==> config.mk <==
export PLATFORM = sky130hd
export DESIGN_NAME = pid_deadband_bangbang_controller
export DESIGN_NICKNAME = d
export VERILOG_FILES = /design/src/sv/pdbc_pkg.sv /design/src/sv/pid_deadband_bangbang_controller.sv
export SDC_FILE = /design/constraint.sdc
export NUM_CORES = 2
export LEC_CHECK = 0
export BUFFER_PORTS_ARGS = -buffer_cell sky130_fd_sc_hd__buf_4
export CORE_MARGIN = 4
export CORE_UTILIZATION = 50
export CTS_CLUSTER_SIZE = 28
export DETAILED_ROUTE_END_ITERATION = 8
export PLACE_DENSITY = 0.74
export SYNTH_ARGS = -nofsm -noshare
export SYNTH_HDL_FRONTEND = slang
export SYNTH_SLANG_ARGS = --single-unit
==> constraint.sdc <==
create_clock -name clk -period 16.8 [get_ports clk]
set_input_delay 2.52 -clock clk [delete_from_list [all_inputs] [get_ports clk]]
set_output_delay 2.52 -clock clk [all_outputs]
set_load 0.02 [all_outputs]
==> src/sv/pdbc_pkg.sv <==
// ----------------------------------------------------------------------------
// pdbc_pkg
// Shared widths, register indexes and result-kind codes for the PID
// controller with dead band and full-drive band.
// ----------------------------------------------------------------------------
package pdbc_pkg;

    localparam int IN_W     = 16;   // setpoint / measured
    localparam int ERR_W    = 17;   // signed error
    localparam int GAIN_W   = 16;
    localparam int BAND_W   = 16;
    localparam int LIM_W    = 15;
    localparam int DRIVE_W  = 16;
    localparam int CFG_IDX_W = 3;
    localparam int CFG_DAT_W = 16;

    // first difference, second difference
    localparam int D1_W = ERR_W + 1;
    localparam int D2_W = ERR_W + 2;

    // products of an unsigned gain (one extra sign bit) with a signed operand
    localparam int KP_PROD_W = GAIN_W + 1 + D1_W;
    localparam int KI_PROD_W = GAIN_W + 1 + ERR_W;
    localparam int KD_PROD_W = GAIN_W + 1 + D2_W;
    localparam int SUM_W     = KD_PROD_W + 2;

    localparam logic [LIM_W-1:0] OUTPUT_LIMIT_RST = '1;

    typedef enum logic [CFG_IDX_W-1:0] {
        REG_KP_GAIN      = 3'd0,
        REG_KI_GAIN      = 3'd1,
        REG_KD_GAIN      = 3'd2,
        REG_LIMIT_BAND   = 3'd3,
        REG_DEAD_BAND    = 3'd4,
        REG_OUTPUT_LIMIT = 3'd5
    } reg_idx_t;

    // how the drive of one item is formed
    typedef enum logic [2:0] {
        KIND_HOLD = 3'd0,
        KIND_POS  = 3'd1,
        KIND_NEG  = 3'd2,
        KIND_ZERO = 3'd3,
        KIND_PID  = 3'd4
    } kind_t;

endpackage

==> src/sv/pid_deadband_bangbang_controller.sv <==
// ----------------------------------------------------------------------------
// pid_deadband_bangbang_controller
// Incremental PID with dead band and full-drive band, three-stage pipeline.
// ----------------------------------------------------------------------------
//  channel  | signals                                   | contents
//  ---------+-------------------------------------------+--------------------
//  s_axis   | s_axis_tvalid/tready/tdata[31:0]          | setpoint, measured
//  m_axis   | m_axis_tvalid/tready/tdata[15:0]          | drive (signed)
//  cfg      | cfg_valid/ready, cfg_index[2:0], cfg_data | register write
//
//  One beat per cycle unless stalled: input register, product register
//  (17x18, 17x17, 17x19 multipliers), output register (sum, clamp, hold).
//  Error history advances when a PID beat leaves the input register; the
//  held drive advances when a beat enters the output register.
//  Reset: gains and bands 0, output limit 32767, history and held drive 0.
//  m_axis_tready low backs up stage by stage; s_axis_tready falls only when
//  all three stages are full. cfg_ready is always high.
// ----------------------------------------------------------------------------
module pid_deadband_bangbang_controller
    import pdbc_pkg::*;
(
    input  logic                 clk,
    input  logic                 rst_n,

    input  logic                 s_axis_tvalid,
    output logic                 s_axis_tready,
    input  logic [2*IN_W-1:0]    s_axis_tdata,   // [15:0] setpoint, [31:16] measured

    output logic                 m_axis_tvalid,
    input  logic                 m_axis_tready,
    output logic [DRIVE_W-1:0]   m_axis_tdata,   // [15:0] drive

    input  logic                 cfg_valid,
    output logic                 cfg_ready,
    input  logic [CFG_IDX_W-1:0] cfg_index,
    input  logic [CFG_DAT_W-1:0] cfg_data
);

    // configuration
    logic [GAIN_W-1:0] kp_gain_reg, ki_gain_reg, kd_gain_reg;
    logic [BAND_W-1:0] limit_band_reg, dead_band_reg;
    logic [LIM_W-1:0]  output_limit_reg;

    // state
    logic signed [ERR_W-1:0]   e1_reg, e2_reg;
    logic signed [DRIVE_W-1:0] held_drive_reg;

    // pipeline
    logic                      s1_vld_reg;
    logic [IN_W-1:0]           s1_sp_reg, s1_mv_reg;
    logic                      s2_vld_reg;
    kind_t                     s2_kind_reg;
    logic signed [KP_PROD_W-1:0] s2_kp_prod_reg;
    logic signed [KI_PROD_W-1:0] s2_ki_prod_reg;
    logic signed [KD_PROD_W-1:0] s2_kd_prod_reg;
    logic                      out_vld_reg;
    logic signed [DRIVE_W-1:0] out_drive_reg;

    logic out_ready, s2_ready, s1_ready;
    logic s1_load, s2_load, out_load, hist_we;

    logic signed [ERR_W-1:0]     err;
    logic signed [ERR_W:0]       err_x, lb_s, db_s;
    logic signed [D1_W-1:0]      d1;
    logic signed [D2_W-1:0]      d2;
    kind_t                       kind_next;
    logic signed [KP_PROD_W-1:0] kp_prod_next;
    logic signed [KI_PROD_W-1:0] ki_prod_next;
    logic signed [KD_PROD_W-1:0] kd_prod_next;

    logic signed [SUM_W-1:0]     pid_sum, lim_wide;
    logic signed [DRIVE_W-1:0]   lim_s, pid_drive, drive_next;

    // ------------------------------------------------------------------
    // handshake
    // ------------------------------------------------------------------
    assign out_ready     = !out_vld_reg || m_axis_tready;
    assign s2_ready      = !s2_vld_reg || out_ready;
    assign s1_ready      = !s1_vld_reg || s2_ready;
    assign s1_load       = s_axis_tvalid && s1_ready;
    assign s2_load       = s1_vld_reg && s2_ready;
    assign out_load      = s2_vld_reg && out_ready;

    assign s_axis_tready = s1_ready;
    assign m_axis_tvalid = out_vld_reg;
    assign m_axis_tdata  = out_drive_reg;
    assign cfg_ready     = 1'b1;

    // ------------------------------------------------------------------
    // configuration registers
    // ------------------------------------------------------------------
    always_ff @(posedge clk or negedge rst_n)
    begin
        if (!rst_n)
        begin
            kp_gain_reg      <= '0;
            ki_gain_reg      <= '0;
            kd_gain_reg      <= '0;
            limit_band_reg   <= '0;
            dead_band_reg    <= '0;
            output_limit_reg <= OUTPUT_LIMIT_RST;
        end
        else if (cfg_valid)
        begin
            unique case (cfg_index)
                REG_KP_GAIN:      kp_gain_reg      <= cfg_data;
                REG_KI_GAIN:      ki_gain_reg      <= cfg_data;
                REG_KD_GAIN:      kd_gain_reg      <= cfg_data;
                REG_LIMIT_BAND:   limit_band_reg   <= cfg_data;
                REG_DEAD_BAND:    dead_band_reg    <= cfg_data;
                REG_OUTPUT_LIMIT: output_limit_reg <= cfg_data[LIM_W-1:0];
                default: ;
            endcase
        end
    end

    // ------------------------------------------------------------------
    // stage 1: input register
    // ------------------------------------------------------------------
    always_ff @(posedge clk or negedge rst_n)
    begin
        if (!rst_n)
            s1_vld_reg <= 1'b0;
        else if (s1_ready)
            s1_vld_reg <= s_axis_tvalid;
    end

    always_ff @(posedge clk)
    begin
        if (s1_load)
        begin
            s1_sp_reg <= s_axis_tdata[IN_W-1:0];
            s1_mv_reg <= s_axis_tdata[2*IN_W-1:IN_W];
        end
    end

    // ------------------------------------------------------------------
    // classify, differences, products
    // ------------------------------------------------------------------
    always_comb
    begin
        err   = $signed({1'b0, s1_sp_reg}) - $signed({1'b0, s1_mv_reg});
        err_x = {err[ERR_W-1], err};
        lb_s  = $signed({2'b00, limit_band_reg});
        db_s  = $signed({2'b00, dead_band_reg});

        // limit band takes priority over dead band
        if (err == '0)
            kind_next = KIND_HOLD;
        else if (err_x > lb_s)
            kind_next = KIND_POS;
        else if (err_x < -lb_s)
            kind_next = KIND_NEG;
        else if (err_x < db_s && err_x > -db_s)
            kind_next = KIND_ZERO;
        else
            kind_next = KIND_PID;

        d1 = err_x - {e1_reg[ERR_W-1], e1_reg};
        d2 = {{2{err[ERR_W-1]}}, err} - {e1_reg[ERR_W-1], e1_reg, 1'b0}
           + {{2{e2_reg[ERR_W-1]}}, e2_reg};

        kp_prod_next = $signed({1'b0, kp_gain_reg}) * d1;
        ki_prod_next = $signed({1'b0, ki_gain_reg}) * err;
        kd_prod_next = $signed({1'b0, kd_gain_reg}) * d2;
    end

    assign hist_we = s2_load && (kind_next == KIND_PID);

    always_ff @(posedge clk or negedge rst_n)
    begin
        if (!rst_n)
        begin
            e1_reg <= '0;
            e2_reg <= '0;
        end
        else if (hist_we)
        begin
            e1_reg <= err;
            e2_reg <= e1_reg;
        end
    end

    // ------------------------------------------------------------------
    // stage 2: product register
    // ------------------------------------------------------------------
    always_ff @(posedge clk or negedge rst_n)
    begin
        if (!rst_n)
            s2_vld_reg <= 1'b0;
        else if (s2_ready)
            s2_vld_reg <= s1_vld_reg;
    end

    always_ff @(posedge clk)
    begin
        if (s2_load)
        begin
            s2_kind_reg    <= kind_next;
            s2_kp_prod_reg <= kp_prod_next;
            s2_ki_prod_reg <= ki_prod_next;
            s2_kd_prod_reg <= kd_prod_next;
        end
    end

    // ------------------------------------------------------------------
    // sum, clamp, select
    // ------------------------------------------------------------------
    always_comb
    begin
        pid_sum  = SUM_W'(s2_kp_prod_reg) + SUM_W'(s2_ki_prod_reg)
                 + SUM_W'(s2_kd_prod_reg);
        lim_wide = $signed({{(SUM_W-LIM_W){1'b0}}, output_limit_reg});
        lim_s    = $signed({1'b0, output_limit_reg});

        if (pid_sum > lim_wide)
            pid_drive = lim_s;
        else if (pid_sum < -lim_wide)
            pid_drive = -lim_s;
        else
            pid_drive = pid_sum[DRIVE_W-1:0];

        unique case (s2_kind_reg)
            KIND_HOLD: drive_next = held_drive_reg;
            KIND_POS:  drive_next = lim_s;
            KIND_NEG:  drive_next = -lim_s;
            KIND_ZERO: drive_next = '0;
            KIND_PID:  drive_next = pid_drive;
            default:   drive_next = '0;
        endcase
    end

    // ------------------------------------------------------------------
    // stage 3: output register and held drive
    // ------------------------------------------------------------------
    always_ff @(posedge clk or negedge rst_n)
    begin
        if (!rst_n)
        begin
            out_vld_reg    <= 1'b0;
            held_drive_reg <= '0;
        end
        else
        begin
            if (out_ready)
                out_vld_reg <= s2_vld_reg;
            if (out_load)
                held_drive_reg <= drive_next;
        end
    end

    always_ff @(posedge clk)
    begin
        if (out_load)
            out_drive_reg <= drive_next;
    end

`ifndef NO_ASSERTIONS
    // input side stalls only with every stage full and the output blocked
    a_full_stall: assert property (@(posedge clk) disable iff (!rst_n)
        !s_axis_tready |-> (s1_vld_reg && s2_vld_reg && out_vld_reg && !m_axis_tready))
        else $error("input stalled with a free pipeline stage");

    // history shifts as a pair
    a_hist_shift: assert property (@(posedge clk) disable iff (!rst_n)
        hist_we |=> (e2_reg == $past(e1_reg)))
        else $error("error history did not shift");

    a_hist_hold: assert property (@(posedge clk) disable iff (!rst_n)
        !hist_we |=> ($stable(e1_reg) && $stable(e2_reg)))
        else $error("error history changed outside a PID beat");

    // held drive follows the last beat loaded to the output
    a_held_track: assert property (@(posedge clk) disable iff (!rst_n)
        out_load |=> (held_drive_reg == out_drive_reg))
        else $error("held drive out of step with output");

    a_dead_zero: assert property (@(posedge clk) disable iff (!rst_n)
        (out_load && s2_kind_reg == KIND_ZERO) |=> (out_drive_reg == '0))
        else $error("dead band beat gave nonzero drive");
`endif

endmodule
==> flow_summary_export.csv <==
group,metric,value,unit
global_routing,grt_antenna_before_repair,3,
drt,avgRoutedWirePerCell,20.09,um
status,outcome,"completed",
setup_path,crit_start,"s1_mv_reg[0]",
clock_tree,cts_buffers,39,
clock_tree,clk_pin_slew,0.06,ns
setup_path,r2r-start,"s1_mv_reg[0]",
drt,routed-via-count,39710,
floorplanning,dieHeight,332.2,um
clock_tree,post_cts_resized,0,
clock_tree,clk_latency,0.60,ns
sta,period_share,0.7028,
setup_path,cp_max_fo,22,
logic_synthesis,synth_top_area_share,0.3272,
placement,dp_slack,5.072,ns
clock_tree,cts_tree,"yes",
drt,drcViolationCount,0,
setup_path,worst_ep_required_time,17.11,ns
setup_path,start_kind,"flop",
global_routing,overflow,0,
clock_tree,h-tree-depth,2,
drt,antenna_left,0,
setup_path,end_kind,"flop",
sta,hold_violations,0,
logic_synthesis,synth.area.top_cells,"fa_1 33%, ha_1 12%, edfxtp_1 8.9%",
floorplanning,die_w,332.2,um
logic_synthesis,synthFlopType,"edfxtp_1",
placement,routabilityCongestion,0.9582,
finish,areaGrowthSynthToFinish,6.456,%
drt,vias_per_cell,5.683,
setup_path,max_stage_delay,0.84,ns
logic_synthesis,yosysWarnings,0,
logic_synthesis,yosys.area.top_type,"fa_1",
drt,drt_iter0_markers,2946,
clock_tree,clock-sinks,304,
floorplanning,die_area,110400,sq um
run,cap_violations,0,
finish,n_fill_cell,9216,
global_routing,grt_max_degree,72,
sta,setup_tns,0,ns
sta,maxSlewHeadroom,0.1716,
logic_synthesis,syn_area_per_cell,9.393,sq um
finish,multiInputGateArea,39290,sq um
sta,worst_pin_slew,1.230,ns
sta,rsz0062_at_grt,"no",
global_routing,grt_pass1_wl,225200,um
setup_path,r2r_slack,4.99,ns
drt,routed_wl,140400,um
min_path,hold_start,"s1_vld_reg",
sta,fin_skew,0.05141,ns
setup_path,crit_path_top_delay_cell,"xnor2_2",
clock_tree,postCtsSetupBuffers,0,
finish,fin_nets,7010,
floorplanning,core_area,103900,sq um
sta,layout_setup_ws,4.993,ns
min_path,hp-class,"flop to flop",
logic_synthesis,async_flop_share,0.4868,
global_routing,grt_pass1_vias,40940,
sta,maxSlewViolCount,0,
logic_synthesis,synth_cell_types,90,
logic_synthesis,syn_inst,5596,
floorplanning,initial_core_util,0.5057,
placement,dp_hpwl,111100,um
clock_tree,ctsHoldBuffers,0,
logic_synthesis,ys_seq_area_frac,0.1599,
global_routing,grt_usage,0.2561,
placement,port_buffers,73,
clock_tree,cts-root-buf,"clkbuf_16",
clock_tree,cts_buffer_depth,3,
setup_path,path_class,"flop to flop",
sta,fmax,0.08470,GHz
drt,drt_pass1_iterations,6,
logic_synthesis,netlist_area,52560,sq um
logic_synthesis,synth_edf_count,156,
floorplanning,ios,75,
finish,final_layout_size_suffix_gt1_frac,0.06652,
finish,regArea,8407,sq um
logic_synthesis,syn_nets,7027,
logic_synthesis,ys_ff_latch,304,
sta,period_needed,11.81,ns
sta,setup_viol,0,
finish,largest_reg_flops,36,
setup_path,crit_top_cell,"fa_1",
setup_path,crit_arrival,12.11,ns
floorplanning,rows,118,
[synthesized netlist by cell type (9+ instances only)]
cell type and n:
a2111oi_0 10, a211o_1 10, a211oi_1 28, a21boi_0 18
a21o_1 63, a21oi_1 184, a31oi_1 13, and2_1 315
and3_1 32, buf_1 9, clkbuf_1 177, dfrtp_1 133
dfstp_2 15, edfxtp_1 156, fa_1 859, ha_1 516
inv_1 1128, mux2_2 106, mux2i_1 23, nand2_1 623
nand2b_1 49, nand3_1 63, nand4_1 29, nor2_1 159
nor2b_1 99, nor3_1 79, nor3b_1 17, nor4_1 26
o211ai_1 22, o21a_1 45, o21ai_0 175, o21bai_1 14
o22ai_1 15, o31ai_1 10, or2_2 14, or3_1 21
xnor2_1 159, xor2_1 36
[final cells by class]
type,instances,area share
well taps,1380,0.03086
repair buffers,136,0.01831
clock buffers,48,0.01822
inverters,1129,0.07573
flip-flops and latches,304,0.1502
diodes,1,0.00004472
multi-input cells,3969,0.7022
clock inverters,21,0.004405
[cell usage in the layout, fill, tap and decap left out, types with 29 or more instances in the layout]
| cell type | count |
|---|---|
| o21ai_0 | 175 |
| xnor2_1 | 152 |
| nand3_1 | 63 |
| fa_1 | 859 |
| inv_1 | 1128 |
| a21o_1 | 63 |
| and3_1 | 32 |
| and2_1 | 313 |
| a21oi_1 | 183 |
| xor2_1 | 33 |
| dfrtp_1 | 133 |
| ha_1 | 516 |
| clkbuf_16 | 39 |
| nor2_1 | 153 |
| o21a_1 | 45 |
| mux2_2 | 106 |
| nand2_1 | 623 |
| nand4_1 | 29 |
| buf_4 | 135 |
| edfxtp_1 | 156 |
| nor2b_1 | 99 |
| nand2b_1 | 49 |
| nor3_1 | 78 |
[critical path: cells and delay by family (launching register included)]
kind / cells / cell delay [ns]
AND/OR/NAND/NOR: 4 / 0.61
adder cells (fa/ha/maj): 11 / 5.01
buffers and inverters: 4 / 0.77
AO/OA/AOI/OAI: 16 / 3.72
XOR/XNOR: 3 / 1.08
flip-flops: 1 / 0.36
[metrics by stage]
stage	hold WS (ns)	cell area (sq um)	std cells	util
floorplan	0.4494	52560	5596	-
global placement	0.4866	54690	6918	0.5261
finish	0.4982	55960	6988	0.5384
CTS	0.5040	55950	6987	0.5383
global route	0.5238	55950	6987	0.5383
detailed placement	0.4894	54690	6918	0.5261
[cells by family (layout without fill, tap and decap cells)]
kind of cell / after synthesis / in the layout / share of synthesized area
flops: 304 / 304 / 0.1599
other cells: 1 / 2 / 0.00007134
compound gates: 706 / 706 / 0.08788
buf+inv: 1323 / 1334 / 0.09500
xor+xnor: 195 / 195 / 0.03249
simple gates: 1557 / 1557 / 0.1464
mux: 129 / 129 / 0.02709
fa+ha+maj: 1381 / 1381 / 0.4511
[path summary, 6_finish.rpt]
path / to / cells past startpoint
min in group asynchronous: held_drive_reg[10] / 1
worst min-delay path: s2_vld_reg / 1
worst max-delay path: s2_kd_prod_reg[35] / 38
worst max register to register: s2_kd_prod_reg[35] / 38
worst min register to register: s2_vld_reg / 1
max in group asynchronous: e1_reg[15] / 3
[metal layers]
layer / GRT usage / wire length (um) / up-vias
li1: - / - / 17730
met1: 0.3418 / 56950 / 20060
met2: 0.4149 / 65710 / 1545
met3: 0.02871 / 9197 / 377
met4: 0.1319 / 8513 / 0
met5: 0 / 0 / -
Power is not shown: default switching activity piles up to over one toggle a cycle in this logic, so the estimate is an artifact.
